<file path="src/hdl/uvsph_pkg.sv">
// ---------------------------------------------------------------------------
// uvsph_pkg: shared types and constants of the UV sphere mesh generator
// Beat structs, result kinds, count limits and the CORDIC arctangent table.
// ---------------------------------------------------------------------------
package uvsph_pkg;

  localparam int CNT_W         = 9;   // width of counts and grid indices
  localparam int MAX_DIVISIONS = 256; // largest effective sector or stack count
  localparam int FRAC_BITS     = 14;  // fraction bits of the position outputs
  localparam int CORDIC_STEPS  = 16;
  localparam int ATAN_LEN      = 24;
  localparam int DIV_QW        = 34;  // quotient bits of n * 2^33 / d with n <= d
  localparam int DIV_CELLS     = DIV_QW - 1;
  localparam int CORNER_W      = 17;

  localparam logic [30:0] HALF_PI_Q30 = 31'd1686629713;
  localparam logic signed [31:0] CORDIC_GAIN_Q30 = 32'sd652032874;

  localparam logic signed [31:0] ATAN_Q30 [ATAN_LEN] = '{
    32'sd843314857, 32'sd497837829, 32'sd263043837, 32'sd133525159,
    32'sd67021687,  32'sd33543516,  32'sd16775851,  32'sd8388437,
    32'sd4194283,   32'sd2097149,   32'sd1048576,   32'sd524288,
    32'sd262144,    32'sd131072,    32'sd65536,     32'sd32768,
    32'sd16384,     32'sd8192,      32'sd4096,      32'sd2048,
    32'sd1024,      32'sd512,       32'sd256,       32'sd128
  };

  typedef enum logic [0:0] {
    REG_SECTOR_COUNT = 1'b0,
    REG_STACK_COUNT  = 1'b1
  } reg_idx_t;

  typedef enum logic [1:0] {
    KIND_VERTEX   = 2'd0,
    KIND_TRIANGLE = 2'd1,
    KIND_ERROR    = 2'd2
  } kind_t;

  typedef struct packed {
    logic [CNT_W-1:0] stack_index;
    logic [CNT_W-1:0] sector_index;
  } in_beat_t;

  typedef struct packed {
    kind_t                kind;
    logic signed [15:0]   pos_x;
    logic signed [15:0]   pos_y;
    logic signed [15:0]   pos_z;
    logic [15:0]          tex_s;
    logic [15:0]          tex_t;
    logic [CORNER_W-1:0]  corner_a;
    logic [CORNER_W-1:0]  corner_b;
    logic [CORNER_W-1:0]  corner_c;
    logic                 last;
  } out_beat_t;

  // Per-point bookkeeping that travels beside the arithmetic.
  typedef struct packed {
    logic                 err;
    logic                 tri_lo;
    logic                 tri_hi;
    logic [CORNER_W-1:0]  k1;
    logic [CORNER_W-1:0]  k2;
    logic [15:0]          tex_s;
    logic [15:0]          tex_t;
  } side_t;

  // Finished point handed to the output sequencer.
  typedef struct packed {
    side_t                side;
    logic signed [15:0]   pos_x;
    logic signed [15:0]   pos_y;
    logic signed [15:0]   pos_z;
  } point_t;

  function automatic logic [CNT_W-1:0] eff_count(input logic [CNT_W-1:0] r);
    logic [CNT_W-1:0] c;
    c = r;
    if (r == '0) begin
      c = CNT_W'(1);
    end else if (32'(r) > MAX_DIVISIONS) begin
      c = CNT_W'(MAX_DIVISIONS);
    end
    return c;
  endfunction

endpackage

</file>
<file path="src/hdl/uvsph_div_cell.sv">
// ---------------------------------------------------------------------------
// uvsph_div_cell: one step of the long-division chain
// Doubles the partial remainder, subtracts the divisor when it fits and
// shifts the resulting quotient bit in; everything moves on each advance.
// ---------------------------------------------------------------------------
module uvsph_div_cell
  import uvsph_pkg::*;
(
  input  logic              clk,
  input  logic              en,
  input  logic [CNT_W-1:0]  d_i,
  input  logic [CNT_W-1:0]  rem_i,
  input  logic [DIV_QW-1:0] q_i,
  output logic [CNT_W-1:0]  d_o,
  output logic [CNT_W-1:0]  rem_o,
  output logic [DIV_QW-1:0] q_o
);

  logic [CNT_W:0]     dbl;
  logic               fits;
  logic [CNT_W-1:0]   d_r, rem_r, rem_nxt;
  logic [DIV_QW-1:0]  q_r, q_nxt;

  always_comb begin
    dbl     = {rem_i, 1'b0};
    fits    = dbl >= {1'b0, d_i};
    rem_nxt = fits ? CNT_W'(dbl - {1'b0, d_i}) : CNT_W'(dbl);
    q_nxt   = {q_i[DIV_QW-2:0], fits};
  end

  always_ff @(posedge clk) begin
    if (en) begin
      d_r   <= d_i;
      rem_r <= rem_nxt;
      q_r   <= q_nxt;
    end
  end

  assign d_o   = d_r;
  assign rem_o = rem_r;
  assign q_o   = q_r;

endmodule

</file>
<file path="config.mk">
export PLATFORM = sky130hd
export DESIGN_NAME = uvsph_div_cell
export DESIGN_NICKNAME = d
export VERILOG_FILES = /design/src/hdl/uvsph_pkg.sv /design/src/hdl/uvsph_div_cell.sv
export SDC_FILE = /design/constraint.sdc
export NUM_CORES = 1
export LEC_CHECK = 0
export BUFFER_PORTS_ARGS = -buffer_cell sky130_fd_sc_hd__buf_2
export CAP_MARGIN = 40
export CORE_UTILIZATION = 45
export CTS_CLUSTER_SIZE = 28
export DETAILED_ROUTE_END_ITERATION = 7
export PLACE_DENSITY = 0.79
export REMOVE_ABC_BUFFERS = 1
export SLEW_MARGIN = 20
export SYNTH_ARGS = -nofsm -noshare
export SYNTH_HDL_FRONTEND = slang
export SYNTH_SLANG_ARGS = --single-unit
</file>
<file path="constraint.sdc">
create_clock -name clk -period 2.4 [get_ports clk]
set_clock_uncertainty 0.05 [all_clocks]
set_input_delay 0.24 -clock clk [delete_from_list [all_inputs] [get_ports clk]]
set_output_delay 0.24 -clock clk [all_outputs]
set_load 0.01 [all_outputs]
</file>
==> run metrics <==
H-tree depth 2; top cells by area, synth edfxtp_1 (72%), ha_1 (5.2%), mux2_4 (2.8%); Yosys cell types 35; die area 5072 um^2; violated checks DRC; Most common cell on crit path ha_1; VDD IR max 0.0002960 V; hold path start q_i[17]; initial drt markers 59; DR vias 1434; simple-gate share of the synthesized area 7.719%; RePlAce Congestion 0.8216; Tot Pwr 1947 uW; Hold Path Sink q_o[18]$_DFFE_PP_; ys async rst share 0%; DRC Markers 13; initial antenna violation count 0; final instance area 2858 um^2; CP Launch Type primary input; hold crit path type primary input to register; Port Buffers 104; final hold vios 0; Crit path required time 2.40 ns; post-route ant nets 0; post-synth top area cell edfxtp_1; most instantiated library cell after synthesis edfxtp_1; post-CTS setup buffer count 0; Initial Utilization 48.18%; hold slack 0.06269 ns; Core Area 4474 um^2; Clk pin slew, worst setup/hold paths 0.09 ns; status complete, but fails checks; Die H 71.22 um; multiplexer share of the synthesized area 2.786%; Synth Cell Area 2156 um^2; synth warn 0; crit share post-route 83.32%; Die X 71.22 um; Post-Syn Instances 129; # nets final 306; cts repair resizes 0; Total GRT Usage 15.62%; Cell Pwr Density 681.3 nW/um^2; setup TNS 0 ns; final count of pins violating max slew 0; Synth Area per Inst 16.71 um^2; dpl cells 287; Synth top area share 72.43%; final WL 3991 um; num rows 24; Yosys reg bits 52; post-synthesis xor/xnor area fraction 2.031%; vias per inst 4.861; Leak 0.001275 uW; DR WL/cell 13.53 um; compound-cell area share of the yosys netlist 6.849%; vias in the first global route 1306; CP cell instances buf_2, inv_1, ha_1, ha_1, and3_1, nand3_1, nor4b_4, or2_4, inv_4, mux2_4; Least-Margin Pin Slew 0.6962 ns; FMAX 0.5001 GHz; crit-path max FO 5; dominant synthesized flop cell edfxtp_1; register area share after synthesis 72.43%; first-pass GRT wire length 5920 um; path type of the worst setup path primary input to register; combinational family with the most area after synthesis simple AND/OR/NAND/NOR gates; EDFF count, synth 52; top post-synthesis cells by count edfxtp_1 (52), inv_1 (10), ha_1 (9); placed inst area 2769 um^2; CP peak stage delay 0.30 ns; non-filler cells in the finished layout 295; RSZ-0062 raised after global routing false; pin count of the biggest net entering global routing 31; nature of the critical path endpoint register; CP top delay family simple AND/OR/NAND/NOR gates; min Tclk post-route 2.000 ns; I/O pins 106; clock buffer depth 2; maxcap violations 0; share of cells above drive strength 1 51.44%; Hold Path Depth 1; Antenna diodes 0; final setup fails 0; Root Buffer clkbuf_8; adder-cell share of the synthesized area 6.152%; number of hold buffers added after cts 0; synthesis-to-finish area growth 32.56%; CP max-delay cell ha_1; Critical Path AT 2.00 ns; DP HPWL 3150 um; TritonCTS sink count 52; worst rel slew slack 53.59%; total gr overflow 0; CTS tree built; Buf/Inv on CP 3; DRT Pass-1 Iters 6; Num CTS Buffers 5
-- where the power goes --
group          leakage [uW]  switching [uW]  total (uW)  internal (uW)
Combinational      0.000724             190         360            171
Sequential         0.000509            16.0        1110           1100
Clock             0.0000414             265         472            207
Total               0.00127             471        1950           1480
-- flip-flops by register name, indices dropped and copies added (netlist names) --
signal / flops
d_o: 9
q_o: 34
rem_o: 9
-- through the flow --
step	setup WS (ns)	util [%]
3_5_place_dp	0.08951	61.88
4_1_cts	0.4092	63.87
2_1_floorplan	0.3517	-
6_report	0.4004	63.87
3_3_place_gp	0.1215	61.88
5_1_grt	0.3065	63.87
-- layout by cell type (no fill, tap or decap), types with 2 or more instances in the layout --
cell type and instances:
a21o_1 3, a21oi_1 5, a21oi_2 2, buf_2 104, clkbuf_8 5, edfxtp_1 52
ha_1 9, inv_1 10, mux2_4 4, nand2_1 2, nand2b_1 2, nand3b_1 2
nor2_1 4, o21a_1 2, o21ai_0 7, xnor2_1 3, xor2_1 2
-- layer usage --
| layer | track usage [%] | vias to the layer above | wire length, um |
|---|---|---|---|
| li1 | - | 716 | - |
| met1 | 18.24 | 643 | 1585 |
| met2 | 28.15 | 70 | 1971 |
| met3 | 4.219 | 5 | 398 |
| met4 | 4.667 | 0 | 36 |
| met5 | 0 | - | 0 |
-- logic make-up (layout without fill, tap and decap cells) --
kind of cell	Yosys count	in the layout
xor gates and xnor gates	5	5
muxes	4	4
AOI/OAI and AO/OA	23	23
buffers and inverters	11	125
and+or+nand+nor	24	24
DFF	52	52
adders and majority gates	10	10
-- final cells by class --
class                           instances  area (um^2)
Clock buffer                            6        72.57
Fill cell                             356         1617
Multi-Input combinational cell         66        550.5
Inverter                               11        43.79
Tap cell                               52        65.06
Sequential cell                        52         1562
Timing Repair Buffer                  106        548.0
Clock inverter                          2        16.27
-- how the worst max path moves through the flow --
stage            from                  to  slack, ns  cells past startpoint
2_1_floorplan  d_i[1]  rem_o[3]$_DFFE_PP_       0.35                      9
6_report       d_i[1]  rem_o[3]$_DFFE_PP_       0.40                     10
4_1_cts        d_i[1]  rem_o[4]$_DFFE_PP_       0.41                     10
5_1_grt        d_i[1]  rem_o[5]$_DFFE_PP_       0.31                     10
3_3_place_gp   d_i[1]  rem_o[5]$_DFFE_PP_       0.12                     10
3_5_place_dp   d_i[1]  rem_o[6]$_DFFE_PP_       0.09                     10
(Power assumes the default switching activity.)
