==> config.mk <==
export PLATFORM = sky130hd
export DESIGN_NAME = uvsph_out_seq
export DESIGN_NICKNAME = d
export VERILOG_FILES = /design/src/hdl/uvsph_pkg.sv /design/src/hdl/uvsph_out_seq.sv
export SDC_FILE = /design/constraint.sdc
export NUM_CORES = 1
export LEC_CHECK = 0
export BUFFER_PORTS_ARGS = -buffer_cell sky130_fd_sc_hd__buf_2
export CAP_MARGIN = 20
export CORE_UTILIZATION = 30
export CTS_BUF_LIST = sky130_fd_sc_hd__clkbuf_16
export DETAILED_ROUTE_END_ITERATION = 8
export PLACE_DENSITY = 0.62
export SKIP_LAST_GASP = 1
export SYNTH_ARGS = -nofsm -noshare
export SYNTH_HDL_FRONTEND = slang
export SYNTH_SLANG_ARGS = --single-unit
export TNS_END_PERCENT = 100
==> constraint.sdc <==
create_clock -name clk -period 2 [get_ports clk]
set_input_delay 0.1 -clock clk [delete_from_list [all_inputs] [get_ports clk]]
set_output_delay 0.1 -clock clk [all_outputs]
set_load 0.02 [all_outputs]
==> src/hdl/uvsph_pkg.sv <==
// ---------------------------------------------------------------------------
// uvsph_pkg: shared types and constants of the UV sphere mesh generator
// Beat structs, result kinds, count limits and the CORDIC arctangent table.
// ---------------------------------------------------------------------------
package uvsph_pkg;

  localparam int CNT_W         = 9;   // width of counts and grid indices
  localparam int MAX_DIVISIONS = 256; // largest effective sector or stack count
  localparam int FRAC_BITS     = 14;  // fraction bits of the position outputs
  localparam int CORDIC_STEPS  = 16;
  localparam int ATAN_LEN      = 24;
  localparam int DIV_QW        = 34;  // quotient bits of n * 2^33 / d with n <= d
  localparam int DIV_CELLS     = DIV_QW - 1;
  localparam int CORNER_W      = 17;

  localparam logic [30:0] HALF_PI_Q30 = 31'd1686629713;
  localparam logic signed [31:0] CORDIC_GAIN_Q30 = 32'sd652032874;

  localparam logic signed [31:0] ATAN_Q30 [ATAN_LEN] = '{
    32'sd843314857, 32'sd497837829, 32'sd263043837, 32'sd133525159,
    32'sd67021687,  32'sd33543516,  32'sd16775851,  32'sd8388437,
    32'sd4194283,   32'sd2097149,   32'sd1048576,   32'sd524288,
    32'sd262144,    32'sd131072,    32'sd65536,     32'sd32768,
    32'sd16384,     32'sd8192,      32'sd4096,      32'sd2048,
    32'sd1024,      32'sd512,       32'sd256,       32'sd128
  };

  typedef enum logic [0:0] {
    REG_SECTOR_COUNT = 1'b0,
    REG_STACK_COUNT  = 1'b1
  } reg_idx_t;

  typedef enum logic [1:0] {
    KIND_VERTEX   = 2'd0,
    KIND_TRIANGLE = 2'd1,
    KIND_ERROR    = 2'd2
  } kind_t;

  typedef struct packed {
    logic [CNT_W-1:0] stack_index;
    logic [CNT_W-1:0] sector_index;
  } in_beat_t;

  typedef struct packed {
    kind_t                kind;
    logic signed [15:0]   pos_x;
    logic signed [15:0]   pos_y;
    logic signed [15:0]   pos_z;
    logic [15:0]          tex_s;
    logic [15:0]          tex_t;
    logic [CORNER_W-1:0]  corner_a;
    logic [CORNER_W-1:0]  corner_b;
    logic [CORNER_W-1:0]  corner_c;
    logic                 last;
  } out_beat_t;

  // Per-point bookkeeping that travels beside the arithmetic.
  typedef struct packed {
    logic                 err;
    logic                 tri_lo;
    logic                 tri_hi;
    logic [CORNER_W-1:0]  k1;
    logic [CORNER_W-1:0]  k2;
    logic [15:0]          tex_s;
    logic [15:0]          tex_t;
  } side_t;

  // Finished point handed to the output sequencer.
  typedef struct packed {
    side_t                side;
    logic signed [15:0]   pos_x;
    logic signed [15:0]   pos_y;
    logic signed [15:0]   pos_z;
  } point_t;

  function automatic logic [CNT_W-1:0] eff_count(input logic [CNT_W-1:0] r);
    logic [CNT_W-1:0] c;
    c = r;
    if (r == '0) begin
      c = CNT_W'(1);
    end else if (32'(r) > MAX_DIVISIONS) begin
      c = CNT_W'(MAX_DIVISIONS);
    end
    return c;
  endfunction

endpackage

==> src/hdl/uvsph_out_seq.sv <==
// ---------------------------------------------------------------------------
// uvsph_out_seq: result sequencer
// Holds one finished point and sends its vertex (or error) beat and then
// up to two triangle beats, taking the next point as the last beat leaves.
// ---------------------------------------------------------------------------
module uvsph_out_seq
  import uvsph_pkg::*;
(
  input  logic      clk,
  input  logic      rst_n,
  input  logic      ld,
  input  point_t    pt,
  output logic      ld_ok,
  output logic      out_valid,
  input  logic      out_ready,
  output out_beat_t out_data
);

  point_t      pt_r;
  logic [2:0]  pend_r, pend_nxt;
  logic [2:0]  first;
  logic [2:0]  rest;

  always_comb begin
    first = pend_r & (~pend_r + 3'd1);
    rest  = pend_r & ~first;
  end

  assign out_valid = |pend_r;
  assign ld_ok     = (pend_r == '0) || (out_ready && (rest == '0));

  always_comb begin
    out_data      = '0;
    out_data.kind = KIND_VERTEX;
    out_data.last = (rest == '0);
    if (first[0]) begin
      if (pt_r.side.err) begin
        out_data.kind = KIND_ERROR;
      end else begin
        out_data.pos_x = pt_r.pos_x;
        out_data.pos_y = pt_r.pos_y;
        out_data.pos_z = pt_r.pos_z;
        out_data.tex_s = pt_r.side.tex_s;
        out_data.tex_t = pt_r.side.tex_t;
      end
    end else if (first[1]) begin
      out_data.kind     = KIND_TRIANGLE;
      out_data.corner_a = pt_r.side.k1;
      out_data.corner_b = pt_r.side.k2;
      out_data.corner_c = pt_r.side.k1 + CORNER_W'(1);
    end else begin
      out_data.kind     = KIND_TRIANGLE;
      out_data.corner_a = pt_r.side.k1 + CORNER_W'(1);
      out_data.corner_b = pt_r.side.k2;
      out_data.corner_c = pt_r.side.k2 + CORNER_W'(1);
    end
  end

  always_comb begin
    pend_nxt = pend_r;
    if (out_valid && out_ready) begin
      pend_nxt = rest;
    end
    if (ld) begin
      pend_nxt = {pt.side.tri_hi & ~pt.side.err, pt.side.tri_lo & ~pt.side.err, 1'b1};
    end
  end

  always_ff @(posedge clk) begin
    if (!rst_n) begin
      pend_r <= '0;
    end else begin
      pend_r <= pend_nxt;
    end
  end

  always_ff @(posedge clk) begin
    if (ld) begin
      pt_r <= pt;
    end
  end

endmodule

==> results of run 1 <==
## cell type report
class | count | area, um^2 | area share [%]
multi-input combinational | 275 | 1990 | 21.6
inverter | 4 | 15.0 | 0.163
clock inverter | 15 | 195 | 2.12
timing repair buffer | 404 | 2780 | 30.2
sequential | 118 | 3520 | 38.2
tap | 225 | 282 | 3.06
clock buffer | 17 | 425 | 4.62
## power by group through the flow
stage	combinational [uW]	clock, uW	sequential, uW
after floorplan	505	0	3050
after global placement	940	0	3070
after detailed placement	940	0	3080
after CTS	1180	3270	3030
after global routing	1320	3370	3050
final	1230	3210	3030
## path summary, 6_finish.rpt
| check | start | endpoint | depth (start not counted) |
|---|---|---|---|
| worst max-delay path | pt_r[98]$_DFFE_PP_ | out_data[13] | 7 |
| worst max register to register | pend_r[1]$_SDFFE_PN0P_ | pend_r[2]$_SDFFE_PN0P_ | 4 |
| worst min register to register | pend_r[0]$_SDFFE_PN0P_ | pend_r[0]$_SDFFE_PN0P_ | 2 |
| worst min-delay path | pt[114] | pend_r[2]$_SDFFE_PN0P_ | 4 |
## stage by stage
step	utilization (%)	power (uW)	TNS (ns)	setup slack, ns
final	52.9	7470	-1.48	-0.148
after global routing	52.9	7740	-4.13	-0.261
after CTS	51.4	7470	-2.20	-0.175
after detailed placement	40.3	4020	0	0.0878
after global placement	40.3	4010	0	0.120
after floorplan	-	3560	0	0.0903
## layer usage
| metal | wire length, um | global-route usage, % | part of all wire (%) | up-vias |
|---|---|---|---|---|
| li1 | - | - | - | 2272 |
| met3 | 1540 | 7.53 | 9.3 | 20 |
| met1 | 6140 | 19.0 | 37 | 2142 |
| met5 | 0 | 0 | 0 | - |
| met2 | 8600 | 30.9 | 52 | 180 |
| met4 | 293 | 6.93 | 1.8 | 0 |
## timing repair
item | in CTS | in global routing
gates resized for setup | 22 | 45
buffers inserted | 10 | 9
hold buffers | 116 | 0
hold endpoints to repair | 118 | 0
pin swaps | 8 | 21
setup endpoints to repair | 24 | 35
## worst max-delay path, stage by stage (launching register included)
cell and delay [ns]:
edfxtp_1 0.35, ha_2 0.18, and3_4 0.20, buf_6 0.11, nand4_4 0.17, xnor2_2 0.20
a211oi_2 0.23, buf_4 0.18
## cells by family (layout without fill, tap and decap cells)
logic type / count (synthesis) / after routing / synth area share [%]
AOI/OAI and AO/OA: 25 / 25 / 2.96
xor gates and xnor gates: 45 / 45 / 7.34
adders and majority gates: 2 / 2 / 0.466
buffers and inverters: 23 / 440 / 1.68
DFF: 118 / 118 / 65.4
muxes: 2 / 2 / 0.373
and+or+nand+nor: 201 / 201 / 21.8
## synthesized netlist by cell type (all sizes together), types with 5 or more instances
library cell  instances
and4                  5
o22ai                 7
xor2                 12
nand3                 6
a211oi                9
nand4                10
edfxtp              115
buf                   5
and2                 87
xnor2                33
nor3                  8
nand2                16
nor2b                20
nor2                 39
clkbuf               14
o21ai                 5
## flip-flops by register name (all words and copies together), names as in the netlist
signal	cells
pend_r	3
pt_r	115
==> summary.md, run 1 <==
The run finished, with violations left. The checks that failed: setup timing. The wire length of the first global-routing pass came out at 24200 um. The largest total area in the synthesized netlist belongs to edfxtp_1. The tools report the proportion of synthesized chip area in sequential cells as 65.4%.

The share of flip-flops with an asynchronous set or reset after synthesis was 0%. The worst setup path is captured at an output pin. After detailed routing, the number of remaining DRC violations is 0. After synthesis the netlist holds a flip-flop and latch count of 118.

In this run, CTS created clock tree buffers numbering 17. Port buffering added 256 buffers. In the final routed layout, each cell accounts on average for 15.7 um. In this run the number of H-tree levels came out at 4. STA puts the critical path data required time at 1.90 ns.

The synthesized area per cell is 12.9 um^2, and the overall via count from detail_route is 4614. The logs give 0.466 GHz for the upper clock frequency limit and 1950 uW for the reported net switching power. Detailed placement finished with a half-perimeter wire length of 11100 um.

The setup check on the worst reg-to-reg path leaves a slack of 0.66 ns. Length of the first detailed-routing pass in iterations: 6. The worst setup margin is -0.148 ns, and the part of the total power dissipated in sequential elements is 40.6%.

Counting flops with a built-in enable in the synthesized netlist gives 115. Cell internal power was estimated by the tool at 5510 uW. Entering global routing, the biggest net connects 81 pins. The worst setup path is launched from a register. The min-delay analysis places its worst path in the category input pin to register.

For this design the ratio of total power to cell area is 811 nW/um^2. The tools report the number of warnings issued by yosys as 0. Leakage power summed over all cells: 0.00397 uW. The tools report the number of rows created at floorplan as 48. The tree is rooted in a clkbuf_16. Compared with the post-synthesis result, the final layout area differs by 71.4%. The final period utilization came out at 107%. The worst setup path is of the register to output pin kind. The smallest hold slack is 0.0304 ns, and the cell count after synthesis is 416. The die covers 18400 um^2. Routability-driven placement finished with a final weighted congestion of 0.766. The all-layer global routing usage was 17.8%; the total wire length was 16600 um. The finished cells cover 9210 um^2.

The most used flip-flop cell after synthesis is edfxtp_1. During I/O placement, the number of pins put on the boundary was 257. The floorplan step defined a core boundary enclosing 17400 um^2.

STA puts the critical path data arrival time at 2.05 ns. Switching share of power: 26.2%. Once detail routing completed, the nets flagged for antenna violations numbered 0. The number of placed instances, taps included is 892, and the final layout net count is 943. In this run the horizontal extent of the chip is 136 um. In this run the tightest slew margin relative to its limit is 64.8%. The slew at the pin with the worst max-slew slack is 0.528 ns, and the clock network latency to the later pin of the worst-skew pair is 0.41 ns.

Clock skew on the completed layout was measured at 0.000969 ns. The effective utilization at floorplan was 30.8%; the clock period minus final worst setup slack was 2.15 ns. The fraction of layout instances using a drive strength above 1 was 43.9%; the count of endpoints failing hold in the final timing report was 0.

In the layout the commonest cells are buf_2 (237), dlygate4sd3_1 (116), edfxtp_1 (115). In this run, the number of DRC markers left after iteration 0 of detailed routing was 135. The height of the die is 136 um, and the critical-path maximum fanout is 6. The area share of the leading cell type in the synthesized netlist was 64.3%; the placement-stage cell area was 7010 um^2.

The total clock sinks came out at 118. The part of the total power dissipated in the clock network came out at 43.0%. Of the total power, combinational logic draws 16.5%. The library cell used most frequently in the layout, excluding fill and tap cells, is buf_2. The number of antenna diodes in the final layout is 0. The final-layout fill cell count came out at 1533. After synthesis the cells add up to 5370 um^2.

The initial antenna violation count was 0. Setup repair after global routing could not meet its margin everywhere. The tools report the via count of the first global-routing pass as 4695.

The run gives 1058 as the non-filler instance count after layout. Final setup violation count: 20. The run gives 0 as the total of max-cap violations. The register clock-pin slew on the reported worst setup and hold paths was 0.06 ns; the total grt overflow was 0.

In the post-synthesis netlist, the biggest area contributors are edfxtp_1 (64%), and2_1 (10%), xnor2_1 (5.4%). The longest clock path from root to sink contains 2 buffers. For the worst ir drop on vdd, the log shows 0.627 mV. TritonCTS built the clock tree. Final max-slew violation count: 0. The number of nets in the synthesized netlist is 539. Counting distinct cell types in the post-synthesis netlist gives 36. The post-detailed-route via-to-cell ratio was 4.36.
(Power assumes the default switching activity.)
==> inputs of run 2 (changes only) <==
- CORE_UTILIZATION: 30 -> 47
- PLACE_DENSITY: 0.62 -> 0.87
==> run 2 against run 1 <==
Against the previous run:
- critical path type unchanged
- setup slack worse by 0.074 ns
- sequential power grew 1%
- clock skew grew 0.0027 ns
- the run still ends with setup timing left
- largest power group unchanged
==> summary.md, run 2 (synthesized netlist as in run 1, its figures left out) <==
The run finished, with violations left. The final reports fail on setup timing. The library cells used most frequently in the layout, excluding fill and tap cells, are buf_2 (241), dlygate4sd3_1 (116), edfxtp_1 (115). Wire length of the first global-routing pass: 28100 um.

For the worst-case setup slack after placement, the log shows 0.156 ns. Setup violations remaining at the end of the flow were counted as 25. The slew at the pin with the worst max-slew slack was 0.500 ns; the clock period minus final worst setup slack was 2.22 ns. The number of flip-flops under the largest register name works out to 115.

In this run the most used layer during global routing was met2. The register clock-pin slew on the reported worst setup and hold paths was 0.06 ns. After floorplanning, the core was divided into 38 placement rows. The run gives 2 as the clock tree buffer depth. The logs give 5 for the length of the first detailed-routing pass in iterations and -0.221 ns for the worst setup margin. Global routing consumed, over all layers together, 33.2% of the routing resources.

The tightest min-delay check is of the input pin to register type. Most common library cell in the layout ignoring fill and taps: buf_2. After global routing the overflow that remains totals 0. Summing all placed instances gives a cell area of 6870 um^2.

In the final layout, the registers with the most flip-flops are pt_r x115, pend_r x3. The run gives 81 as the maximum number of pins on one net before global-route repair. The run gives 5145 as the via count of the first global-routing pass. After detailed routing, the average wire length per cell comes to 20.6 um. Summed over all cells, the static leakage comes to 0.00392 uW. The count of routing violations after the opening detailed-route iteration is 445, and the reg-to-reg setup timing slack is 0.48 ns. Using the TritonRoute via totals, the vias-per-cell ratio works out to 5.26.

TritonCTS built the clock tree. The total wire length is 19900 um, and the required time at the endpoint of the critical path is 1.90 ns. The post-route netlist has 42.3% of its cells at a drive strength greater than 1.

The kind of critical path was register to output pin. On the final layout, the worst hold slack is 0.0339 ns. Port buffering added 256 buffers.

The relative area change from synthesis to final layout is 67.1%. The global routing usage on met1 was 35.1%; the global-route met2 utilization was 57.5%. The finished cells cover 8980 um^2.

The initial antenna violation count is 2, and the worst-case clock skew is 0.00366 ns. The top-level port count is 257. The floorplan step defined a core boundary enclosing 11000 um^2. The count of endpoints failing hold in the final timing report was 0.

The tools report the total clock sinks as 118. STA classifies the critical path endpoint as an output pin. From bottom edge to top edge, the die measures 109 um. The H-tree generated during clock tree synthesis spans 4 levels. Derived from the worst setup path, the maximum achievable clock frequency is 0.450 GHz. Clock root buffer: clkbuf_16.

The DRC violation count after routing was 0; the global-route met3 utilization was 12.9%. Counting flops per register, the top entry is pt_r. The overall via count from detail_route was 5089; the critical-path maximum fanout was 4. Kind of start point of the critical path: a register. At the worst endpoint, the arrival time is 2.12 ns.

The tools report the clock network latency to the later pin of the worst-skew pair as 0.42 ns. Power spread over the standard cell area amounts to 825 nW/um^2. Max-cap violations in this run came to 0. The final layout net count was 936; the die area was 11900 um^2. Number of buffers inserted during clock tree synthesis: 17. Setup repair after global routing could not meet its margin everywhere. Detailed placement finished with a half-perimeter wire length of 10600 um. At the end of routability-driven placement, the weighted congestion stood at 0.912. For the worst ir drop on vdd, the log shows 0.719 mV. The number of nets still failing antenna checks after routing is 0.

The final period utilization was 111%; the worst max-slew margin expressed relative to the limit was 66.6%. The final max-slew violation count was 0; the effective utilization at floorplan was 48.9%. The die is 109 um wide.
run 2: changes by cell type in the layout (fill, tap and decap cells not counted), sizes merged:
cell / previous run / this run
buf: 288 / 281
clkinv: 3 / 5
clkinvlp: 2 / 3
diode: 0 / 2
inv: 11 / 8
run 2: repair_timing:
action,CTS,global route
buffers inserted,11,7
pin swaps,17,15
endpoints found under the setup margin,22,28
endpoints found under the hold margin,118,0
gates resized for setup,25,31
hold buffers,116,0
run 2: per-layer routing:
| metal | vias up | wire, um |
|---|---|---|
| met5 | - | 0 |
| met3 | 64 | 2150 |
| met1 | 2439 | 6710 |
| li1 | 2259 | - |
| met2 | 327 | 10300 |
| met4 | 0 | 732 |
run 2: critical path, stage by stage (launching register included):
cell and delay [ns]:
edfxtp_1 0.41, buf_6 0.12, and3_4 0.18, nand4_1 0.23, buf_4 0.24, nor2_4 0.08, xnor2_1 0.09, o22ai_1 0.17
buf_4 0.17
run 2: path summary, 6_finish.rpt:
| path | start | to | cells after the start |
|---|---|---|---|
| max | pt_r[97]$_DFFE_PP_ | out_data[12] | 8 |
| min | pt[114] | pend_r[2]$_SDFFE_PN0P_ | 4 |
| max reg2reg | pend_r[1]$_SDFFE_PN0P_ | pend_r[2]$_SDFFE_PN0P_ | 5 |
| min reg2reg | pend_r[0]$_SDFFE_PN0P_ | pend_r[0]$_SDFFE_PN0P_ | 2 |
run 2: layout make-up:
| type | instances | area, um^2 |
|---|---|---|
| Fill cell | 573 | 2000 |
| Clock inverter | 15 | 163 |
| Clock buffer | 17 | 425 |
| Multi-Input combinational cell | 275 | 1950 |
| Sequential cell | 118 | 3510 |
| Tap cell | 140 | 175 |
| Inverter | 4 | 15.0 |
| Timing Repair Buffer | 397 | 2740 |
| Antenna cell | 2 | 5.00 |
run 2: power by group:
group          internal (uW)  switching [uW]
logic                    569             669
registers               2940             133
clock network           1940            1160
total                   5450            1970
run 2: stage by stage:
step / util [%] / setup TNS (ns) / std cells / total power (uW)
4_1_cts: 80.1 / -1.80 / 959 / 7240
3_5_place_dp: 62.5 / 0 / 800 / 4000
5_1_grt: 81.8 / -5.95 / 968 / 7610
2_1_floorplan: - / 0 / 416 / 3560
6_report: 81.8 / -3.31 / 968 / 7410
3_3_place_gp: 62.5 / 0 / 800 / 3970
