===== src/hdl/uvsph_pkg.sv =====
// ---------------------------------------------------------------------------
// uvsph_pkg: shared types and constants of the UV sphere mesh generator
// Beat structs, result kinds, count limits and the CORDIC arctangent table.
// ---------------------------------------------------------------------------
package uvsph_pkg;

  localparam int CNT_W         = 9;   // width of counts and grid indices
  localparam int MAX_DIVISIONS = 256; // largest effective sector or stack count
  localparam int FRAC_BITS     = 14;  // fraction bits of the position outputs
  localparam int CORDIC_STEPS  = 16;
  localparam int ATAN_LEN      = 24;
  localparam int DIV_QW        = 34;  // quotient bits of n * 2^33 / d with n <= d
  localparam int DIV_CELLS     = DIV_QW - 1;
  localparam int CORNER_W      = 17;

  localparam logic [30:0] HALF_PI_Q30 = 31'd1686629713;
  localparam logic signed [31:0] CORDIC_GAIN_Q30 = 32'sd652032874;

  localparam logic signed [31:0] ATAN_Q30 [ATAN_LEN] = '{
    32'sd843314857, 32'sd497837829, 32'sd263043837, 32'sd133525159,
    32'sd67021687,  32'sd33543516,  32'sd16775851,  32'sd8388437,
    32'sd4194283,   32'sd2097149,   32'sd1048576,   32'sd524288,
    32'sd262144,    32'sd131072,    32'sd65536,     32'sd32768,
    32'sd16384,     32'sd8192,      32'sd4096,      32'sd2048,
    32'sd1024,      32'sd512,       32'sd256,       32'sd128
  };

  typedef enum logic [0:0] {
    REG_SECTOR_COUNT = 1'b0,
    REG_STACK_COUNT  = 1'b1
  } reg_idx_t;

  typedef enum logic [1:0] {
    KIND_VERTEX   = 2'd0,
    KIND_TRIANGLE = 2'd1,
    KIND_ERROR    = 2'd2
  } kind_t;

  typedef struct packed {
    logic [CNT_W-1:0] stack_index;
    logic [CNT_W-1:0] sector_index;
  } in_beat_t;

  typedef struct packed {
    kind_t                kind;
    logic signed [15:0]   pos_x;
    logic signed [15:0]   pos_y;
    logic signed [15:0]   pos_z;
    logic [15:0]          tex_s;
    logic [15:0]          tex_t;
    logic [CORNER_W-1:0]  corner_a;
    logic [CORNER_W-1:0]  corner_b;
    logic [CORNER_W-1:0]  corner_c;
    logic                 last;
  } out_beat_t;

  // Per-point bookkeeping that travels beside the arithmetic.
  typedef struct packed {
    logic                 err;
    logic                 tri_lo;
    logic                 tri_hi;
    logic [CORNER_W-1:0]  k1;
    logic [CORNER_W-1:0]  k2;
    logic [15:0]          tex_s;
    logic [15:0]          tex_t;
  } side_t;

  // Finished point handed to the output sequencer.
  typedef struct packed {
    side_t                side;
    logic signed [15:0]   pos_x;
    logic signed [15:0]   pos_y;
    logic signed [15:0]   pos_z;
  } point_t;

  function automatic logic [CNT_W-1:0] eff_count(input logic [CNT_W-1:0] r);
    logic [CNT_W-1:0] c;
    c = r;
    if (r == '0) begin
      c = CNT_W'(1);
    end else if (32'(r) > MAX_DIVISIONS) begin
      c = CNT_W'(MAX_DIVISIONS);
    end
    return c;
  endfunction

endpackage


===== src/hdl/uvsph_cordic_cell.sv =====
// ---------------------------------------------------------------------------
// uvsph_cordic_cell: one rotation step of the pipelined CORDIC
// Rotates (x, y) by the fixed angle of its step toward a zero residual
// angle and passes the quadrant along unchanged.
// ---------------------------------------------------------------------------
module uvsph_cordic_cell
  import uvsph_pkg::*;
#(
  parameter int STEP = 0
) (
  input  logic               clk,
  input  logic               en,
  input  logic signed [31:0] x_i,
  input  logic signed [31:0] y_i,
  input  logic signed [32:0] z_i,
  input  logic [1:0]         quad_i,
  output logic signed [31:0] x_o,
  output logic signed [31:0] y_o,
  output logic signed [32:0] z_o,
  output logic [1:0]         quad_o
);

  logic signed [31:0] dx, dy, x_r, y_r, x_nxt, y_nxt;
  logic signed [32:0] z_r, z_nxt, ang;
  logic [1:0]         quad_r;

  always_comb begin
    dx  = y_i >>> STEP;
    dy  = x_i >>> STEP;
    ang = 33'(ATAN_Q30[STEP]);
    if (!z_i[32]) begin
      x_nxt = x_i - dx;
      y_nxt = y_i + dy;
      z_nxt = z_i - ang;
    end else begin
      x_nxt = x_i + dx;
      y_nxt = y_i - dy;
      z_nxt = z_i + ang;
    end
  end

  always_ff @(posedge clk) begin
    if (en) begin
      x_r    <= x_nxt;
      y_r    <= y_nxt;
      z_r    <= z_nxt;
      quad_r <= quad_i;
    end
  end

  assign x_o    = x_r;
  assign y_o    = y_r;
  assign z_o    = z_r;
  assign quad_o = quad_r;

endmodule


===== config.mk =====
export PLATFORM = sky130hd
export DESIGN_NAME = uvsph_cordic_cell
export DESIGN_NICKNAME = d
export VERILOG_FILES = /design/src/hdl/uvsph_pkg.sv /design/src/hdl/uvsph_cordic_cell.sv
export SDC_FILE = /design/constraint.sdc
export NUM_CORES = 1
export LEC_CHECK = 0
export BUFFER_PORTS_ARGS = -buffer_cell sky130_fd_sc_hd__buf_2
export CORE_MARGIN = 10
export CORE_UTILIZATION = 55
export CTS_CLUSTER_DIAMETER = 80
export DETAILED_ROUTE_END_ITERATION = 12
export GPL_TIMING_DRIVEN = 0
export PLACE_DENSITY = 0.8
export SYNTH_ARGS = -nofsm -noshare
export SYNTH_HDL_FRONTEND = slang
export SYNTH_SLANG_ARGS = --single-unit

===== constraint.sdc =====
create_clock -name clk -period 4.1 [get_ports clk]
set_input_delay 0.615 -clock clk [delete_from_list [all_inputs] [get_ports clk]]
set_output_delay 0.615 -clock clk [all_outputs]
set_load 0.02 [all_outputs]

==> impl_metrics.json, run 1 <==
{
  "crit_type": "in2reg",
  "die_h_um": 154.4,
  "rsz0062_at_grt": "no",
  "coreArea_mm2": 0.01784,
  "worst-endpoint-required_ns": 4.30,
  "powerDensity_mw_per_mm2": 340.3,
  "dr.pass1.iters": 6,
  "syn_inst": 1129,
  "synth_compound_area_share_pct": 24.38,
  "path_cells": "buf_4 > clkinvlp_4 > buf_4 > ha_1 > a21o_1 > or3_1 > o21a_1 > a31oi_1 > o21ai_1 > a221oi_1 > o21ai_1 > or4_1 > o21ai_0",
  "ir_drop_uv": 197.6,
  "synth.area.mux_share_pct": 1.928,
  "synth_xor_area_share_pct": 7.761,
  "setup_slack_ns": 0.2203,
  "synth.largest_area_cell": "edfxtp_1",
  "fin_crit_sh_pct": 94.63,
  "h-tree-depth": 3,
  "post-route-min-period_ns": 3.880,
  "root_buffer": "clkbuf_16",
  "routed_wl_um": 32160,
  "cts_tree": "done",
  "synth.top_cell.area_share_pct": 29.63,
  "use_met3_pct": 4.215,
  "layout-drive-gt1-share_pct": 18.62,
  "synth_edf_count": 98,
  "rows": 49,
  "p_total_uw": 3928,
  "hold_depth": 1,
  "hold_path.class": "in2reg",
  "worst_slew_pin_slew_ns": 0.9646,
  "met1_usage_pct": 34.59,
  "synthAdderAreaFrac_pct": 17.36,
  "cp_slowest_stage_delay_ns": 0.48,
  "routed_via_density": 6.062,
  "cts_num_sinks": 98,
  "clk_path_buf_depth": 2,
  "grt_pass1_wl_um": 50010,
  "dpl_cell_area_mm2": 0.01124,
  "die_area_mm2": 0.02383,
  "multi_input_area_mm2": 0.006421,
  "synthSimpleGateAreaFrac_pct": 13.23,
  "ctsHoldBuffers": 0,
  "synth_warnings": 0,
  "grt.total_usage_pct": 25.80,
  "cap_violations": 0,
  "die_width_um": 154.4,
  "p_leak_uw": 0.005311,
  "ant_nets": 0,
  "synth_cell_types": 73,
  "synthesis.area_mm2": 0.009931,
  "relSlewSlack_pct": 35.69,
  "synth-seq-area-share_pct": 29.63,
  "grt_pass1_vias": 9184,
  "regArea_mm2": 0.002943,
  "cts_buffers": 9,
  "syn_area_per_cell_um2": 8.796,
  "dpl.cell_count": 1558,
  "status": "completed",
  "area_delta_synth_final_pct": 16.23,
  "synth_seq_cells": 98,
  "globalRouteMet2Util_pct": 42.09,
  "antenna_found_initial": 0,
  "hp-start": "quad_i[0]",
  "pre_cts_ws_ns": -1.300,
  "syn-num-nets": 1366,
  "fin_nets": 1576,
  "synth_area_leaders": "edfxtp_1, ha_1, xnor2_1",
  "instances_no_fill": 1572,
  "drt_iter0_markers": 849,
  "finish.instance_area_mm2": 0.01154,
  "async_reset_ff_share_pct": 0,
  "startpoint_type": "primary input",
  "n_fill_cell": 1566,
  "slew_viol_final": 0,
  "synth_top_family_by_area": "compound AO/OA/AOI/OAI gates",
  "grt_busiest_layer": "met2",
  "cp_slowest_cell": "a221oi_1",
  "endpoint_kind": "flop",
  "overflow": 0,
  "critPathMaxFanout": 25,
  "gp_congestion": 0.9779,
  "setup_viol": 0,
  "dp_hpwl_um": 25800,
  "arrival_ns": 4.08,
  "synth_flop_cell": "edfxtp_1",
  "vias": 9530,
  "grt_max_degree": 60,
  "fmax_ghz": 0.2577,
  "antenna_cells": 0,
  "finalHoldViolCount": 0,
  "post_drt_wl_per_cell_um": 20.46,
  "setup-tns-final_ns": 0,
  "initial_utilization_pct": 55.66,
  "numPortBuffers": 199,
  "hold_path_end": "quad_o[0]$_DFFE_PP_",
  "drc": 0,
  "io_pins": 200,
  "clk_pin_slew_ns": 0.07
}
cells by family after synthesis:
group	Yosys count
XOR/XNOR	88
AND/OR/NAND/NOR	268
buffers and inverters	146
multiplexers	19
AO/OA/AOI/OAI	374
flip-flops	98
adder cells (fa/ha/maj)	136
cell type report:
| class | instances | share of cell area, % |
|---|---|---|
| clock inverters | 6 | 0.5637 |
| inverters | 101 | 3.317 |
| multi-input cells | 885 | 55.63 |
| repair buffers | 201 | 8.976 |
| plain buffers | 43 | 1.583 |
| flip-flops and latches | 98 | 25.50 |
| well taps | 229 | 2.482 |
| clock buffers | 9 | 1.951 |
registers in the layout (all words and copies together), names as in the netlist:
register	cells
z_o	33
y_o	32
x_o	31
quad_o	2
cells in the mapped netlist (4+ instances only):
| library cell | n |
|---|---|
| xor2_1 | 14 |
| and2_1 | 8 |
| a31oi_1 | 12 |
| o211ai_1 | 7 |
| xnor2_1 | 74 |
| buf_2 | 9 |
| a21o_1 | 40 |
| a211o_1 | 6 |
| nor3_1 | 22 |
| nand2b_1 | 10 |
| a211oi_1 | 15 |
| inv_1 | 99 |
| nand4_1 | 9 |
| or2_2 | 4 |
| buf_1 | 9 |
| o21bai_1 | 23 |
| o21a_1 | 13 |
| or3_1 | 10 |
| mux2i_1 | 18 |
| a221oi_1 | 6 |
| o221ai_1 | 6 |
| o31ai_1 | 9 |
| nand2_1 | 55 |
| ha_1 | 133 |
| nor2_1 | 83 |
| o21ai_1 | 14 |
| edfxtp_1 | 98 |
| a21oi_1 | 124 |
| o21ai_0 | 62 |
| nor2b_1 | 20 |
| nor4_1 | 8 |
| nand3_1 | 18 |
| a211oi_2 | 4 |
| clkbuf_1 | 25 |
| and3_1 | 7 |
repair_timing:
item / CTS / global route
setup endpoints to repair: 19 / 0
setup buffers: 1 / 0
resized for setup: 3 / 0
worst max path at each step:
stage             from           endpoint  slack [ns]  cells past startpoint
6_report       z_i[32]  z_o[32]$_DFFE_PP_        0.22                     13
3_3_place_gp   z_i[32]  z_o[32]$_DFFE_PP_       -1.25                     15
2_1_floorplan  z_i[32]  z_o[32]$_DFFE_PP_        0.35                     14
4_1_cts        z_i[32]  z_o[32]$_DFFE_PP_        0.26                     13
3_5_place_dp   z_i[32]  z_o[32]$_DFFE_PP_       -1.30                     15
5_1_grt        z_i[32]  z_o[32]$_DFFE_PP_        0.09                     13
through the flow:
stage                     hold WS, ns  util (%)
after floorplan                0.7139         -
after global placement         0.7922     62.85
after detailed placement       0.7938     63.02
after CTS                      0.4185     64.70
after global routing           0.4162     64.70
final                          0.4248     64.70
per-layer routing:
metal | vias to the layer above | wire length [um] | part of all wire [%]
li1 | 4502 | - | -
met1 | 4439 | 13450 | 42
met2 | 528 | 14930 | 46
met3 | 61 | 3061 | 9.5
met4 | 0 | 712 | 2.2
met5 | - | 0 | 0
worst max-delay path: cells and delay by family:
family                     cells  cell delay, ns
AOI/OAI and AO/OA              7            1.59
adders and majority gates      1            0.29
buffers and inverters          3            0.84
and+or+nand+nor                2            0.72
power breakdown:
| group | internal [uW] | total, uW | switching [uW] |
|---|---|---|---|
| clock network | 473 | 888 | 414 |
| logic | 593 | 1670 | 1070 |
| registers | 1330 | 1370 | 44.5 |
placed cells by master, fill, tap and decap left out, types with 15 or more instances in the layout:
cell type | netlist | layout
a211oi_1 | 15 | 15
mux2i_1 | 18 | 18
a21o_1 | 40 | 40
a21oi_1 | 124 | 124
o21bai_1 | 23 | 23
nor2_1 | 83 | 83
o21ai_0 | 62 | 62
nor2b_1 | 20 | 20
xnor2_1 | 74 | 74
nor3_1 | 22 | 22
edfxtp_1 | 98 | 98
ha_1 | 133 | 133
nand2_1 | 55 | 55
buf_2 | 9 | 205
clkbuf_1 | 25 | 23
nand3_1 | 18 | 18
inv_1 | 99 | 98
Note: power is estimated with default switching activity, not from simulation.
==> inputs of run 2 (changes only) <==
Settings changed: BUFFER_PORTS_ARGS -buffer_cell sky130_fd_sc_hd__buf_2 to -buffer_cell sky130_fd_sc_hd__buf_4.
==> run 2 against run 1 <==
Worst setup slack improved by 0.11 ns; largest cell class unchanged; core utilization is 2.7 points higher; critical path type unchanged; non-clock buffer count fell by 1; via count is 0.27% lower.
==> impl_metrics.json, run 2 (synthesis gave the netlist of run 1 again) <==
{
  "h-tree-depth": 3,
  "overflow": 0,
  "slew_viol_final": 0,
  "routed_wl_um": 32540,
  "die_h_um": 154.4,
  "internal_power_uw": 2519,
  "routed_via_density": 6.038,
  "setup_viol": 0,
  "dr.pass1.iters": 5,
  "switchingPower_uw": 1558,
  "grt_max_degree": 99,
  "cts_tree": "done",
  "rows": 49,
  "p_leak_uw": 0.005467,
  "startpoint_type": "primary input",
  "grt_pass1_wl_um": 49820,
  "antenna_found_initial": 1,
  "crit_family": "compound AO/OA/AOI/OAI gates",
  "status": "completed",
  "die_area_mm2": 0.02383,
  "endpoint_kind": "flop",
  "area_delta_synth_final_pct": 21.10,
  "hold_path_end": "quad_o[0]$_DFFE_PP_",
  "drt_iter0_markers": 975,
  "ctsHoldBuffers": 0,
  "ir_drop_uv": 213.4,
  "layout-drive-gt1-share_pct": 18.54,
  "cp_slowest_cell": "a221oi_1",
  "coreArea_mm2": 0.01784,
  "switching_share_pct": 38.21,
  "clockPowerShare_pct": 22.3,
  "worst-endpoint-required_ns": 4.30,
  "vias": 9504,
  "cp_slowest_stage_delay_ns": 0.43,
  "relSlewSlack_pct": 14.74,
  "final_cell_mix": "buf_4, ha_1, a21oi_1",
  "post_drt_wl_per_cell_um": 20.67,
  "post-route-min-period_ns": 3.770,
  "cts_num_sinks": 98,
  "arrival_ns": 3.97,
  "fmax_ghz": 0.2652,
  "initial_utilization_pct": 55.66,
  "rsz0062_at_grt": "no",
  "numPortBuffers": 199,
  "multi_input_area_mm2": 0.006421,
  "root_buffer": "clkbuf_16",
  "finalHoldViolCount": 0,
  "hp-start": "quad_i[0]",
  "grt.total_usage_pct": 25.70,
  "io_pins": 200,
  "cts_buffers": 9,
  "path_cells": "buf_4 > clkinvlp_4 > buf_4 > ha_1 > a21o_1 > or3_1 > o21a_1 > a31oi_1 > o21ai_1 > a221oi_1 > o21ai_1 > or4_1 > o21ai_0",
  "crit_buf_inv": 3,
  "largest_register_ffs": 33,
  "gp_congestion": 0.9794,
  "drc": 0,
  "n_fill_cell": 1515,
  "regArea_mm2": 0.002943,
  "dpl.cell_count": 1557,
  "p_total_uw": 4076,
  "hold_path.class": "in2reg",
  "clk_pin_slew_ns": 0.07,
  "dp_hpwl_um": 25920,
  "instances_no_fill": 1574,
  "setup_slack_ns": 0.3299,
  "pwr-share-comb_pct": 43.7,
  "pre_cts_ws_ns": -1.197,
  "powerDensity_mw_per_mm2": 338.9,
  "critPathMaxFanout": 25,
  "fin_crit_sh_pct": 91.95,
  "ant_nets": 0,
  "grt_pass1_vias": 9043,
  "cap_violations": 0,
  "worst_slew_pin_slew_ns": 1.279,
  "layout_commonest_cell": "buf_4",
  "crit_type": "in2reg",
  "fin_nets": 1575,
  "clk_path_buf_depth": 2,
  "pwr-share-seq_pct": 33.9,
  "hold_depth": 1,
  "die_width_um": 154.4
}
run 2: changes by cell type in the layout (fill, tap and decap cells not counted):
cell and change:
buf_2 -197, inv_8 +2, buf_4 +197, inv_6 -2
buf_16 -1, clkbuf_1 +1, clkinvlp_4 +2, clkinv_2 -2
diode_2 +2
run 2: what timing repair did:
item,in CTS,in global routing
setup buffers,1,0
resized for setup,2,0
setup endpoints to repair,15,0
run 2: power groups by stage:
stage	Combinational (uW)	Clock [uW]	Sequential, uW
finish	1780	911	1380
global route	1920	948	1400
CTS	1760	917	1390
detailed placement	1750	0	1410
global placement	1730	0	1400
floorplan	864	0	1610
run 2: how the worst max path moves through the flow:
stage / from / end / slack (ns) / depth (start not counted)
floorplan: z_i[32] / z_o[32]$_DFFE_PP_ / 0.35 / 14
global placement: z_i[32] / z_o[32]$_DFFE_PP_ / -1.16 / 15
CTS: z_i[32] / z_o[32]$_DFFE_PP_ / 0.30 / 13
global route: z_i[32] / z_o[32]$_DFFE_PP_ / 0.16 / 13
finish: z_i[32] / z_o[32]$_DFFE_PP_ / 0.33 / 13
detailed placement: z_i[32] / z_o[32]$_DFFE_PP_ / -1.20 / 15
run 2: layer usage:
layer / track usage (%) / routed length, um / vias to the layer above
li1: - / - / 4491
met1: 34.43 / 13670 / 4438
met2: 40.95 / 14890 / 523
met3: 5.435 / 3214 / 52
met4: 7.152 / 760 / 0
met5: 0 / 0 / -
run 2: area by class of cell:
type                    instances  share of cell area [%]
diodes                          2                 0.04161
plain buffers                  43                   1.519
clock buffers                  10                   1.904
clock inverters                 6                  0.6242
inverters                     101                   3.184
multi-input cells             885                   53.39
flip-flops and latches         98                   24.47
well taps                     229                   2.382
repair buffers                200                   12.48
run 2: per-stage QoR:
stage / instance area (um^2) / hold slack [ns] / setup TNS (ns) / utilization (%)
6_report: 12030 / 0.4367 / 0 / 67.41
5_1_grt: 12030 / 0.4304 / 0 / 67.41
4_1_cts: 12020 / 0.4274 / 0 / 67.38
3_5_place_dp: 11710 / 0.7943 / -12.45 / 65.64
3_3_place_gp: 11710 / 0.7935 / -11.57 / 65.64
2_1_floorplan: 9931 / 0.7139 / 0 / -
==> inputs of run 3 (changes only) <==
--- a/config.mk
+++ b/config.mk
@@ -6,11 +6,11 @@
 export NUM_CORES = 1
 export LEC_CHECK = 0
-export BUFFER_PORTS_ARGS = -buffer_cell sky130_fd_sc_hd__buf_4
 export CORE_MARGIN = 10
 export CORE_UTILIZATION = 55
 export CTS_CLUSTER_DIAMETER = 80
 export DETAILED_ROUTE_END_ITERATION = 12
+export DONT_BUFFER_PORTS = 1
 export GPL_TIMING_DRIVEN = 0
-export PLACE_DENSITY = 0.8
+export PLACE_DENSITY = 0.7
 export SYNTH_ARGS = -nofsm -noshare
 export SYNTH_HDL_FRONTEND = slang
==> constraint.sdc (replaced) <==
create_clock -name clk -period 4.1 [get_ports clk]
set_input_delay 0.205 -clock clk [delete_from_list [all_inputs] [get_ports clk]]
set_output_delay 0.205 -clock clk [all_outputs]
set_load 0.02 [all_outputs]
==> run 3 against run 2 <==
Core utilization is 8.3 points lower; count of clock-buffer cells in the layout is 1 lower; worst hold slack worse by 0.39 ns; combinational power is 33% lower; sequential cell count stayed put; largest cell class unchanged; highest routed layer is now met5.
==> impl_metrics.json, run 3 (synthesis gave the netlist of run 1 again) <==
{
  "status": "completed",
  "die_h_um": 154.4,
  "pwr-share-comb_pct": 32.3,
  "switching_share_pct": 39.87,
  "grt_max_degree": 99,
  "h-tree-depth": 3,
  "hp-start": "z_i[0]",
  "rows": 49,
  "setup_slack_ns": 0.1593,
  "overflow": 0,
  "antenna_found_initial": 2,
  "finish.instance_area_mm2": 0.01055,
  "largest_register_ffs": 33,
  "rsz0062_at_grt": "no",
  "cts_num_sinks": 98,
  "grt.total_usage_pct": 25.11,
  "dp_hpwl_um": 24810,
  "post_cts_buffers": 0,
  "coreArea_mm2": 0.01784,
  "worst-endpoint-required_ns": 4.30,
  "fmax_ghz": 0.2538,
  "switchingPower_uw": 1475,
  "layout_commonest_cell": "ha_1",
  "numPortBuffers": 0,
  "cts_buffers": 9,
  "initial_utilization_pct": 55.66,
  "die_width_um": 154.4,
  "final_cell_mix": "ha_1, a21oi_1, inv_1",
  "endpoint_kind": "flop",
  "grt_pass1_vias": 8362,
  "finalHoldViolCount": 0,
  "clockPowerShare_pct": 23.4,
  "fin_nets": 1379,
  "post-route-min-period_ns": 3.941,
  "arrival_ns": 4.15,
  "post_drt_wl_per_cell_um": 22.89,
  "gp_congestion": 0.9636,
  "grt_pass1_wl_um": 48050,
  "fin_crit_sh_pct": 96.12,
  "root_buffer": "clkbuf_16",
  "ant_nets": 0,
  "antenna_cells": 0,
  "powerDensity_mw_per_mm2": 350.7,
  "cap_violations": 0,
  "layout-drive-gt1-share_pct": 4.272,
  "setup_viol": 0,
  "relSlewSlack_pct": 34.18,
  "crit_type": "in2reg",
  "dr.pass1.iters": 5,
  "cp-endpoint": "z_o[32]$_DFFE_PP_",
  "n_fill_cell": 1646,
  "clk_pin_slew_ns": 0.07,
  "p_leak_uw": 0.004536,
  "pwr-share-seq_pct": 44.3,
  "p_total_uw": 3700,
  "critPathMaxFanout": 25,
  "dpl_cell_area_mm2": 0.01022,
  "slew_viol_final": 0,
  "worstSetupStartpoint": "z_i[32]",
  "hold_path.class": "in2reg",
  "routed_via_density": 6.365,
  "die_area_mm2": 0.02383,
  "cts_tree": "done",
  "area_delta_synth_final_pct": 6.236,
  "drc": 0,
  "ir_drop_uv": 234.1,
  "routed_wl_um": 31490,
  "clk_path_buf_depth": 2,
  "vias": 8758,
  "io_pins": 200,
  "internal_power_uw": 2225,
  "drt_iter0_markers": 801,
  "pre_cts_ws_ns": -0.6197,
  "startpoint_type": "primary input",
  "worst_slew_pin_slew_ns": 0.9873
}
run 3: timing repair:
item,in CTS,in global routing
gates resized for setup,1,0
hold buffers,3,0
endpoints found under the setup margin,4,0
endpoints found under the hold margin,100,0
run 3: routing by layer:
layer  part of all wire (%)  track usage (%)  vias to the layer above
met2                     45            38.88                      477
met3                    9.3            5.630                       62
met1                     43            34.00                     4105
li1                       -                -                     4110
met5                  0.086                0                        -
met4                    2.4            7.872                        4
run 3: cell type report:
type,count,area (um^2),share of cell area [%]
Clock buffer,9,225.2,2.135
Clock inverter,7,61.31,0.5811
Buffer,44,186.4,1.767
Tap cell,229,286.5,2.716
Timing Repair Buffer,3,47.55,0.4507
Inverter,101,379.1,3.593
Sequential cell,98,2943,27.89
Multi-Input combinational cell,885,6421,60.86
run 3: worst min path at each step:
stage / to / cells past startpoint
after floorplan: quad_o[0]$_DFFE_PP_ / 0
after detailed placement: quad_o[1]$_DFFE_PP_ / 0
after global placement: quad_o[1]$_DFFE_PP_ / 0
final: z_o[0]$_DFFE_PP_ / 1
after global routing: z_o[0]$_DFFE_PP_ / 1
after CTS: z_o[0]$_DFFE_PP_ / 1
run 3: worst max-delay path, cell delays in order:
cell,delay (ns)
clkbuf_1,0.44
inv_1,0.49
buf_4,0.41
ha_1,0.29
a21o_1,0.18
or3_1,0.33
o21a_1,0.22
a31oi_1,0.30
o21ai_1,0.21
a221oi_1,0.41
o21ai_1,0.15
or4_1,0.41
o21ai_0,0.08
run 3: through the flow:
| stage | util [%] | std cells | TNS, ns | hold slack [ns] |
|---|---|---|---|---|
| 2_1_floorplan | - | 1129 | 0 | 0.3039 |
| 3_3_place_gp | 57.27 | 1358 | -2.986 | 0.3039 |
| 3_5_place_dp | 57.27 | 1358 | -3.087 | 0.3039 |
| 4_1_cts | 59.13 | 1376 | 0 | 0.03790 |
| 5_1_grt | 59.13 | 1376 | 0 | 0.04542 |
| 6_report | 59.13 | 1376 | 0 | 0.04323 |
run 3: power by group through the flow:
stage / logic, uW / clock network (uW) / registers, uW
6_report: 1200 / 865 / 1640
3_5_place_dp: 1140 / 0 / 1670
3_3_place_gp: 1140 / 0 / 1670
2_1_floorplan: 864 / 0 / 1610
5_1_grt: 1310 / 917 / 1660
4_1_cts: 1170 / 879 / 1650
